==> src/rtl/mrqj_pkg.sv <==
`default_nettype none
// ----------------------------------------------------------------------------
// mrqj_pkg
// Shared types, widths and operation codes for the message ring queue.
// ----------------------------------------------------------------------------
package mrqj_pkg;

  // Default sizing of the queue
  localparam int MAX_SLOTS_DEF = 16;
  localparam int MSG_BITS_DEF  = 32;

  // Fixed field widths
  localparam int OP_W   = 2;
  localparam int CAP_W  = 5;
  localparam int FILL_W = 5;

  // Capacity after reset (clamped to the slot count where instantiated)
  localparam int CAP_RESET = 16;

  // Operation codes
  localparam logic [OP_W-1:0] OP_SEND = 2'd0;
  localparam logic [OP_W-1:0] OP_RECV = 2'd1;
  localparam logic [OP_W-1:0] OP_JAM  = 2'd2;

  // Per-transaction status from the queue control to the result stage
  typedef struct packed {
    logic              success;
    logic              recv_ok;
    logic [FILL_W-1:0] fill;
  } mrqj_res_t;

endpackage
`default_nettype wire

==> src/rtl/message_ring_queue_with_jam_core.sv <==
`default_nettype none
// ----------------------------------------------------------------------------
// message_ring_queue_with_jam_core
// Circular message queue with send to tail, receive from head and jam at
// head; capacity is a register whose write empties the queue.
// ----------------------------------------------------------------------------
//
//  channel | direction | handshake          | payload
//  --------+-----------+--------------------+----------------------------------
//  in_     | input     | in_valid/in_ready  | operation, message
//  out_    | output    | out_valid/out_ready| success, received_message,
//          |           |                    | fill_level
//  cfg_    | input     | cfg_valid/cfg_ready| queue_capacity
//
//  One transaction per cycle while the output is not stalled; a result is
//  registered in the slot RAM read stage, then in the output register, where
//  it raises out_valid. Queue state is updated at the acceptance edge, so
//  back-to-back operations see each other. Reset zeroes head and count and sets
//  capacity to 16 (clamped to MAX_SLOTS); slots are not cleared. A stalled
//  output holds both stages; cfg_ready is always high.
//
module message_ring_queue_with_jam_core
  import mrqj_pkg::*;
#(
  parameter int MAX_SLOTS = MAX_SLOTS_DEF,
  parameter int MSG_BITS  = MSG_BITS_DEF
) (
  input  wire logic                clk,
  input  wire logic                rst_n,
  // Configuration
  input  wire logic                cfg_valid,
  output logic                     cfg_ready,
  input  wire logic [CAP_W-1:0]    cfg_queue_capacity,
  // Operations
  input  wire logic                in_valid,
  output logic                     in_ready,
  input  wire logic [OP_W-1:0]     in_operation,
  input  wire logic [MSG_BITS-1:0] in_message,
  // Results
  output logic                     out_valid,
  input  wire logic                out_ready,
  output logic                     out_success,
  output logic      [MSG_BITS-1:0] out_received_message,
  output logic      [FILL_W-1:0]   out_fill_level
);

  localparam int IDX_W = (MAX_SLOTS > 1) ? $clog2(MAX_SLOTS) : 1;

  logic              in_accept;
  logic              cfg_we;
  mrqj_res_t         res;
  logic              ram_we;
  logic [IDX_W-1:0]  ram_waddr;
  logic [IDX_W-1:0]  ram_raddr;
  logic [MSG_BITS-1:0] ram_rdata;

  logic              s1_valid_r, s1_valid_nxt;
  mrqj_res_t         s1_res_r;
  logic              s1_move;
  logic              out_load;

  logic              out_valid_r, out_valid_nxt;
  logic              out_success_r;
  logic [MSG_BITS-1:0] out_msg_r;
  logic [FILL_W-1:0] out_fill_r;

  // Handshakes
  assign cfg_ready = 1'b1;
  assign cfg_we    = cfg_valid;
  assign out_load  = !out_valid_r || out_ready;
  assign s1_move   = s1_valid_r && out_load;
  assign in_ready  = !s1_valid_r || out_load;
  assign in_accept = in_valid && in_ready;

  // Queue control
  mrqj_ctrl #(
    .MAX_SLOTS (MAX_SLOTS)
  ) u_ctrl (
    .clk       (clk),
    .rst_n     (rst_n),
    .cfg_we    (cfg_we),
    .cfg_cap   (cfg_queue_capacity),
    .accept    (in_accept),
    .operation (in_operation),
    .res       (res),
    .ram_we    (ram_we),
    .ram_waddr (ram_waddr),
    .ram_raddr (ram_raddr)
  );

  // Slot store; read data held while the read stage is stalled
  mrqj_ram #(
    .WIDTH (MSG_BITS),
    .DEPTH (MAX_SLOTS)
  ) u_slots (
    .clk   (clk),
    .we    (ram_we),
    .waddr (ram_waddr),
    .wdata (in_message),
    .re    (in_accept),
    .raddr (ram_raddr),
    .rdata (ram_rdata)
  );

  // Read stage
  always_comb begin
    s1_valid_nxt = s1_valid_r;
    if (in_accept) begin
      s1_valid_nxt = 1'b1;
    end else if (s1_move) begin
      s1_valid_nxt = 1'b0;
    end
  end

  always_ff @(posedge clk) begin
    if (!rst_n) begin
      s1_valid_r <= 1'b0;
    end else begin
      s1_valid_r <= s1_valid_nxt;
    end
  end

  always_ff @(posedge clk) begin
    if (in_accept) begin
      s1_res_r <= res;
    end
  end

  // Output register
  always_comb begin
    out_valid_nxt = out_valid_r;
    if (s1_move) begin
      out_valid_nxt = 1'b1;
    end else if (out_ready) begin
      out_valid_nxt = 1'b0;
    end
  end

  always_ff @(posedge clk) begin
    if (!rst_n) begin
      out_valid_r <= 1'b0;
    end else begin
      out_valid_r <= out_valid_nxt;
    end
  end

  always_ff @(posedge clk) begin
    if (s1_move) begin
      out_success_r <= s1_res_r.success;
      out_msg_r     <= s1_res_r.recv_ok ? ram_rdata : '0;
      out_fill_r    <= s1_res_r.fill;
    end
  end

  assign out_valid            = out_valid_r;
  assign out_success          = out_success_r;
  assign out_received_message = out_msg_r;
  assign out_fill_level       = out_fill_r;

endmodule
`default_nettype wire

==> src/rtl/mrqj_ram.sv <==
`default_nettype none
// ----------------------------------------------------------------------------
// mrqj_ram
// Generic single-write, single-read RAM with registered read data.
// ----------------------------------------------------------------------------
module mrqj_ram #(
  parameter int WIDTH = 32,
  parameter int DEPTH = 16,
  localparam int AW   = (DEPTH > 1) ? $clog2(DEPTH) : 1
) (
  input  wire logic             clk,
  input  wire logic             we,
  input  wire logic [AW-1:0]    waddr,
  input  wire logic [WIDTH-1:0] wdata,
  input  wire logic             re,
  input  wire logic [AW-1:0]    raddr,
  output logic      [WIDTH-1:0] rdata
);

  logic [WIDTH-1:0] mem_r [DEPTH];
  logic [WIDTH-1:0] rdata_r;

  // Write port
  always_ff @(posedge clk) begin
    if (we) begin
      mem_r[waddr] <= wdata;
    end
  end

  // Read port, old data on a same-address write
  always_ff @(posedge clk) begin
    if (re) begin
      rdata_r <= mem_r[raddr];
    end
  end

  assign rdata = rdata_r;

endmodule
`default_nettype wire

==> src/rtl/mrqj_ctrl.sv <==
`default_nettype none
// ----------------------------------------------------------------------------
// mrqj_ctrl
// Head index, fill count and capacity of the ring; decodes each operation,
// steers the slot RAM and reports the status of the transaction.
// ----------------------------------------------------------------------------
module mrqj_ctrl
  import mrqj_pkg::*;
#(
  parameter int MAX_SLOTS = MAX_SLOTS_DEF,
  localparam int IDX_W    = (MAX_SLOTS > 1) ? $clog2(MAX_SLOTS) : 1
) (
  input  wire logic             clk,
  input  wire logic             rst_n,
  input  wire logic             cfg_we,
  input  wire logic [CAP_W-1:0] cfg_cap,
  input  wire logic             accept,
  input  wire logic [OP_W-1:0]  operation,
  output mrqj_res_t             res,
  output logic                  ram_we,
  output logic      [IDX_W-1:0] ram_waddr,
  output logic      [IDX_W-1:0] ram_raddr
);

  localparam int SUM_W = ((IDX_W > CAP_W) ? IDX_W : CAP_W) + 1;
  localparam int LIM_W = ((IDX_W > CAP_W) ? IDX_W : CAP_W) + 2;
  localparam logic [LIM_W-1:0] MAX_SLOTS_L = LIM_W'(MAX_SLOTS);
  localparam int CAP_RST_I = (CAP_RESET > MAX_SLOTS) ? MAX_SLOTS : CAP_RESET;

  logic [IDX_W-1:0]  head_r, head_nxt;
  logic [FILL_W-1:0] count_r, count_nxt;
  logic [CAP_W-1:0]  cap_r, cap_nxt;

  logic [SUM_W-1:0]  head_x, count_x, cap_x;
  logic [SUM_W-1:0]  tail_sum, jam_sum, inc_sum;
  logic [IDX_W-1:0]  tail_idx, jam_idx, inc_idx;
  logic              not_full, not_empty;
  logic [LIM_W-1:0]  cfg_x;
  logic [CAP_W-1:0]  cap_lim;

  // Ring index arithmetic: each wrap is one conditional subtract
  always_comb begin
    head_x   = SUM_W'(head_r);
    count_x  = SUM_W'(count_r);
    cap_x    = SUM_W'(cap_r);
    tail_sum = head_x + count_x;
    if (tail_sum >= cap_x) begin
      tail_sum = tail_sum - cap_x;
    end
    jam_sum = head_x + cap_x - SUM_W'(1);
    if (jam_sum >= cap_x) begin
      jam_sum = jam_sum - cap_x;
    end
    inc_sum = head_x + SUM_W'(1);
    if (inc_sum >= cap_x) begin
      inc_sum = inc_sum - cap_x;
    end
    tail_idx  = tail_sum[IDX_W-1:0];
    jam_idx   = jam_sum[IDX_W-1:0];
    inc_idx   = inc_sum[IDX_W-1:0];
    not_full  = (count_x < cap_x);
    not_empty = (count_r != '0);
  end

  // Clamp a capacity write to 1..MAX_SLOTS
  always_comb begin
    cfg_x = LIM_W'(cfg_cap);
    if (cfg_cap == '0) begin
      cap_lim = CAP_W'(1);
    end else if (cfg_x > MAX_SLOTS_L) begin
      cap_lim = CAP_W'(MAX_SLOTS);
    end else begin
      cap_lim = cfg_cap;
    end
  end

  // Operation decode and next state
  always_comb begin
    head_nxt    = head_r;
    count_nxt   = count_r;
    cap_nxt     = cap_r;
    ram_we      = 1'b0;
    ram_waddr   = tail_idx;
    ram_raddr   = head_r;
    res.success = 1'b0;
    res.recv_ok = 1'b0;
    if (cfg_we) begin
      cap_nxt   = cap_lim;
      head_nxt  = '0;
      count_nxt = '0;
    end else if (accept) begin
      case (operation)
        OP_SEND: begin
          if (not_full) begin
            ram_we      = 1'b1;
            count_nxt   = count_r + FILL_W'(1);
            res.success = 1'b1;
          end
        end
        OP_RECV: begin
          if (not_empty) begin
            head_nxt    = inc_idx;
            count_nxt   = count_r - FILL_W'(1);
            res.success = 1'b1;
            res.recv_ok = 1'b1;
          end
        end
        OP_JAM: begin
          if (not_full) begin
            ram_we      = 1'b1;
            ram_waddr   = jam_idx;
            head_nxt    = jam_idx;
            count_nxt   = count_r + FILL_W'(1);
            res.success = 1'b1;
          end
        end
        default: begin
        end
      endcase
    end
    res.fill = count_nxt;
  end

  // State registers
  always_ff @(posedge clk) begin
    if (!rst_n) begin
      head_r  <= '0;
      count_r <= '0;
      cap_r   <= CAP_W'(CAP_RST_I);
    end else begin
      head_r  <= head_nxt;
      count_r <= count_nxt;
      cap_r   <= cap_nxt;
    end
  end

endmodule
`default_nettype wire
==> config.mk <==
export PLATFORM = sky130hd
export DESIGN_NAME = message_ring_queue_with_jam_core
export DESIGN_NICKNAME = d
export VERILOG_FILES = /design/src/rtl/mrqj_pkg.sv /design/src/rtl/message_ring_queue_with_jam_core.sv /design/src/rtl/mrqj_ram.sv /design/src/rtl/mrqj_ctrl.sv
export SDC_FILE = /design/constraint.sdc
export NUM_CORES = 1
export LEC_CHECK = 0
export ABC_AREA = 1
export BUFFER_PORTS_ARGS = -buffer_cell sky130_fd_sc_hd__buf_4
export CAP_MARGIN = 10
export CORE_MARGIN = 10
export CORE_UTILIZATION = 62
export CTS_CLUSTER_DIAMETER = 60
export DETAILED_ROUTE_END_ITERATION = 6
export GPL_TIMING_DRIVEN = 0
export PLACE_DENSITY = 0.85
export SLEW_MARGIN = 20
export SYNTH_ARGS = -nofsm -noshare
export SYNTH_HDL_FRONTEND = slang
export SYNTH_SLANG_ARGS = --single-unit
==> constraint.sdc <==
create_clock -name clk -period 6.7 [get_ports clk]
set_input_delay 1.005 -clock clk [delete_from_list [all_inputs] [get_ports clk]]
set_output_delay 1.005 -clock clk [all_outputs]
set_load 0.02 [all_outputs]
=== Word-level counts from Yosys, hierarchy flattened ===
Memories as Yosys holds them, arrays and structs flattened. A register that Yosys moved wholly into a read port is not among the register bits.
Cells that the tools add are included.

* Memories: 1
* Output and inout port bits: 41
* Bits in writable memories: 512
* Input port bits: 44
* Register bits after elaboration: 61
* Word-level logic and storage cells: 77

{| class="wikitable"
|+ Memories
! name !! words !! width !! read ports !! clocked after memory_dff !! wr ports !! RTL line !! RTL
|-
| u_slots.mem_r || 16 || 32 || 1 || 1 || 1 || mrqj_ram.sv:20 || <nowiki>logic [WIDTH-1:0] mem_r [DEPTH];</nowiki>
|}

* Multiplexer cells: 29
* Eq/ne operators: 4
* Bitwise logic cells: 2
* Order comparisons: 5
* Add/sub/neg operators: 9
* Reduce and logical (&&, ||, !) cells: 16

{| class="wikitable"
|+ Operator list
! kind !! count
|-
| two-way mux 4 bit || 9
|-
| two-way mux 5 bit || 6
|-
| adder 4 x 5 -> 6 bit || 2
|-
| greater-or-equal comparator 6 x 5 -> 1 bit || 2
|-
| subtractor 4 bit || 3
|-
| two-way mux 1 bit || 10
|-
| one-hot mux 5 bit (2 select lines) || 1
|-
| one-hot mux 4 bit (2 select lines) || 1
|-
| nonzero test 2 bit || 3
|-
| OR reduction 2 bit || 3
|-
| subtractor 6 x 1 -> 6 bit (second input constant) || 1
|-
| adder 4 x 1 -> 5 bit (second input constant) || 1
|-
| adder 5 x 1 -> 5 bit (second input constant) || 1
|-
| greater-or-equal comparator 5 bit || 1
|-
| > comparator 5 bit (second input constant) || 1
|-
| zero test 5 bit || 1
|-
| less-than comparator 5 bit || 1
|-
| nonzero test 5 bit || 1
|-
| subtractor 5 x 1 -> 5 bit (second input constant) || 1
|-
| != test 2 x 1 -> 1 bit (second input constant) || 2
|-
| AND reduction 4 bit || 1
|-
| == test 2 x 1 -> 1 bit (second input constant) || 1
|-
| == test 2 bit (second input constant) || 1
|-
| logical AND 1 bit || 2
|-
| 6 further kinds || 9
|}

=== Depth between registers and ports, before layout ===
* Depth in word-level cells: 8
* Depth in mapped cells: 21
* Mapped depth without buffers: 19

=== Modules after synthesis ===
From an unflattened synthesis, not the netlist that was laid out.

* Cell total of the unflattened synthesis: 2604
* Area, all modules: 27108.5 sq um

{| class="wikitable"
|+ Modules (own cells, without submodules)
! module !! instances !! cells an instance !! area an instance (sq um)
|-
| mrqj_ram || 1 || 2120 || 23050.9
|-
| mrqj_ctrl || 1 || 357 || 2334.7
|-
| message_ring_queue_with_jam_core || 1 || 127 || 1722.9
|}

=== Least setup slack after synthesis ===
No wires, ideal clock.

* Path kind: reg2reg
* Start point: reg u_ctrl.head_r[0] (netlist: u_ctrl.ram_raddr[0])
* End point: mem u_slots.mem_r[1][0] (enable)
* Clock period less this slack: 4.822 ns
* Required time: 6.279 ns
* Arrival: 4.401 ns
* Cell stages (with the launch flop): 19
* Path slack: 1.878 ns
* Cells stage by stage: dfxtp_1 > inv_1 > clkbuf_1 > buf_2 > ha_1 > inv_1 > ha_1 > fa_1 > xor2_1 > ha_1 > a21oi_1 > nand2_1 > nand2_2 > nand2_4 > nand2_1 > nand3_2 > nand2_2 > nand3_1 > nor2_1

* Longest elaborated chain between the ends: 8

{| class="wikitable"
|+ Ends and longest elaborated chain
! element !! RTL line !! RTL
|-
| start, declared || mrqj_ctrl.sv:30 || <nowiki>logic [IDX_W-1:0] head_r, head_nxt;</nowiki>
|-
| start signal, assigned || mrqj_ctrl.sv:131 || <nowiki>head_r <= head_nxt;</nowiki>
|-
| adder 4 x 5 -> 6 bit || mrqj_ctrl.sv:50 || <nowiki>jam_sum = head_x + cap_x - SUM_W'(1);</nowiki>
|-
| subtractor 6 x 1 -> 6 bit || mrqj_ctrl.sv:50 ||
|-
| greater-or-equal comparator 6 x 5 -> 1 bit or subtractor 4 bit (tied branches) || mrqj_ctrl.sv:51, mrqj_ctrl.sv:52 ||
|-
| two-way mux 4 bit || mrqj_ctrl.sv:51 || <nowiki>if (jam_sum >= cap_x) begin</nowiki>
|-
| two-way mux 4 bit || mrqj_ctrl.sv:109 || <nowiki>if (not_full) begin</nowiki>
|-
| two-way mux 4 bit || mrqj_ctrl.sv:92 || <nowiki>case (operation)</nowiki>
|-
| two-way mux 4 bit || mrqj_ctrl.sv:91 || <nowiki>end else if (accept) begin</nowiki>
|-
| two-way mux 4 bit * || mrqj_ctrl.sv:87 || <nowiki>if (cfg_we) begin</nowiki>
|-
| end, declared || mrqj_ram.sv:20 ||
|}

Every way passes the cells marked *; elsewhere a longest branch is shown, timed or not.

=== Final worst setup path ===
* Start point: reg u_ctrl.head_r[0] (netlist: u_ctrl.ram_raddr[0])
* End point: mem u_slots.mem_r[11][1] (enable)

The elaborated chain is that of the path after synthesis.

==> flow_metrics.py <==
metrics = {
    "job": {
        "max_cap_violations": 0,
    },
    "sta": {
        "hold_ws_ps": 423,
        "maxSlewViolCount": 0,
        "setup_viol": 0,
        "finalClockSkew_ps": 22.9,
        "fin_crit_ps": 5800,
        "rsz0062_at_grt": "no",
        "tightest_slew_ps": 1240,
        "finalCritPeriodShare": 0.866,
        "hold_violations": 0,
        "slew_headroom": 0.176,
        "max_freq_ghz": 0.172,
    },
    "drt": {
        "wl_met2_mm": 34.9,
        "wl_met1_mm": 23.9,
        "first_pass_iters": 7,
        "vias": 18300,
        "vias_per_cell": 6.99,
        "wl_mm": 77.0,
        "met3WireLength_mm": 12.8,
        "ant_nets": 0,
        "wire_per_inst_um": 29.4,
        "drc": 2,
        "dr.first_iter.drc_count": 3667,
        "routed.top_layer": "met5",
    },
    "worst_setup_path": {
        "crit_arrival_ps": 6120,
        "r2r_slack_ps": 900,
        "reg2regPathDepth": 19,
        "worstPathRequired_ps": 7010,
        "cp_max_fo": 18,
        "end_kind": "flop",
        "rr_startpoint": "u_ctrl.ram_raddr[0]",
        "path_class": "flop to flop",
        "r2r_end": "u_slots.mem_r[11][1]",
        "critPathLaunchType": "flop",
    },
    "cts": {
        "cts_buffers": 57,
        "hold_buffers": 0,
        "ctsLongestPathBuffers": 3,
        "cts-root-buf": "clkbuf_16",
        "clk_pin_slew_ps": 60,
        "numClockSinks": 605,
        "insertion_delay_ps": 630,
        "cts_tree": "done",
        "cts_setup_buffers": 0,
        "cts_resized": 0,
        "htree_levels": 2,
    },
    "synth": {
        "synth_ff_type": "edfxtp_1",
        "avgSynthCellArea_um2": 13.0,
        "synth_top_area_frac": 0.718,
        "ys_seq_area_frac": 0.731,
        "post-synth-top-count-cell": "edfxtp_1",
        "synth-edff-count": 589,
        "synth_area_leaders": "edfxtp_1 (72%), o21ai_0 (5.4%), nor2_1 (4.5%)",
        "netlist_area_um2": 24600,
        "syn_nets": 1978,
        "synth_top_cell_by_area": "edfxtp_1",
        "synthCells": 1891,
        "ys_ff_latch": 605,
        "yosysUniqueCellTypes": 39,
        "synth_commonest_cells": "edfxtp_1 (589), nor2_1 (296), o21ai_0 (264)",
        "ys_warn_count": 0,
        "synthArstFlopShare": 0,
    },
    "run_status": {
        "violations": "design-rule violations",
        "status": "finished, violations left",
    },
    "layout": {
        "fillCellCount": 2246,
        "fin_nets": 2144,
        "drive_above_1_share": 0.124,
        "layout.core_utilization": 0.733,
        "area_growth_syn_to_layout_pct": 16.0,
    },
    "floorplanning": {
        "coreArea_um2": 39000,
        "die_area_um2": 48100,
        "rows": 72,
        "floorplan.initialDensity": 0.632,
        "fp.dieH_um": 219,
        "dieWidth_um": 219,
        "io_pins": 85,
    },
    "hold_path": {
        "hold_path.startpoint": "s1_res_r[0]",
        "hold_end": "out_fill_level[0]",
        "hold_depth": 0,
        "hold_path_class": "flop to flop",
    },
    "place": {
        "place_congestion": 0.907,
        "dp_hpwl_mm": 47.7,
        "io_buffers": 83,
    },
    "grt": {
        "grt_start_max_net_pins": 42,
        "globalRouteOverflowTotal": 0,
        "grt.total_usage": 0.317,
        "antenna_found_initial": 3,
        "grt_pass1_vias": 18200,
        "grt_pass1_wl_mm": 112,
    },
    "power_and_ir_drop": {
        "leakage_nw": 10.1,
        "max-vdd-ir-drop_v": 0.000245,
        "powerDensity_nw_per_um2": 291,
    },
}
==> layer usage <==
metal | GRT usage | up-vias
li1 | - | 7315
met1 | 0.365 | 8563
met2 | 0.490 | 1948
met3 | 0.130 | 484
met4 | 0.193 | 4
met5 | 0 | -
==> report_power, final <==
part,internal [mW],switching [mW]
logic,0.191,0.499
registers,4.23,0.0255
clock network,1.94,1.44
total,6.36,1.96
==> state kept, by name (all words and copies together) (netlist names) <==
register,cells
u_slots.rdata,32
s1_valid_r,1
out_fill_level,5
s1_res_r,7
u_ctrl.count_r,5
out_received_message,32
u_ctrl.cap_r,5
u_slots.mem_r,512
u_ctrl.ram_raddr,4
out_valid,1
out_success,1
==> metrics by stage <==
stage	setup WS [ps]	instances	cell area (um2)	TNS (ps)	total power [mW]
after floorplan	1880	1891	24600	0	4.69
after global placement	-634	2492	25900	-263300	4.92
after CTS	1140	2620	28600	0	8.26
final	895	2621	28600	0	8.32
after global routing	793	2621	28600	0	8.48
after detailed placement	1200	2516	26600	0	4.98
==> worst max-delay path, cell delays in order (launching register included) <==
cell and delay (ps):
dfxtp_1 580, inv_1 290, clkbuf_1 580, buf_2 470, ha_1 210, inv_1 40
ha_1 230, fa_1 460, xor2_1 220, ha_1 310, a21oi_1 140, nand2_1 80
nand2_2 130, nand3_1 130, nand2_1 120, nor2_1 50, nor2_1 150, nand2_1 270
nor2_4 720, buf_12 290
==> layout by cell type (no fill, tap or decap), drive strengths merged <==
master / count
nand3: 67
o211ai: 36
conb: 1
inv: 113
clkinvlp: 1
a21o: 1
clkbuf: 145
nand2: 158
o221ai: 96
buf: 136
bufinv: 9
dfxtp: 16
xnor2: 6
a21oi: 20
xor2: 10
o21a: 2
a211oi: 1
nand4: 5
o21ai: 275
nor3: 2
fa: 5
and2: 1
nor4: 1
clkinv: 28
a31oi: 2
o22ai: 36
diode: 1
ha: 38
nor2: 300
edfxtp: 589
nand3b: 2
==> final cells by class <==
cell class	count	area, um2	area share
Antenna cell	1	2.50	0.0000876
Clock buffer	64	1480	0.0519
Sequential cell	605	18000	0.630
Clock inverter	40	450	0.0158
Tap cell	518	648	0.0227
Inverter	111	418	0.0146
Multi-Input combinational cell	1065	5900	0.206
Buffer	110	453	0.0158
Timing Repair Buffer	107	1220	0.0426
==> worst max path at each step <==
stage	startpoint	to	slack [ps]	cells past startpoint
floorplan	u_ctrl.ram_raddr[0]	u_slots.mem_r[1][0]	1880	18
global placement	u_ctrl.ram_raddr[0]	u_slots.mem_r[13][13]	-630	20
CTS	u_ctrl.ram_raddr[0]	u_slots.mem_r[2][4]	1140	19
global route	u_ctrl.ram_raddr[0]	u_slots.mem_r[11][1]	790	21
detailed placement	u_ctrl.ram_raddr[0]	u_slots.mem_r[2][11]	1200	19
finish	u_ctrl.ram_raddr[0]	u_slots.mem_r[11][1]	900	19
==> kinds of logic (layout without fill, tap and decap cells) <==
| family | Yosys count | after routing | share of synthesized area |
|---|---|---|---|
| flip-flops | 605 | 605 | 0.731 |
| AND/OR/NAND/NOR | 536 | 536 | 0.0887 |
| AO/OA/AOI/OAI | 469 | 469 | 0.116 |
| buffers and inverters | 221 | 432 | 0.0353 |
| adder cells (fa/ha/maj) | 43 | 43 | 0.0234 |
| XOR/XNOR | 16 | 16 | 0.00569 |
| other | 1 | 2 | 0.000152 |
Note: power is estimated with default switching activity, not from simulation.
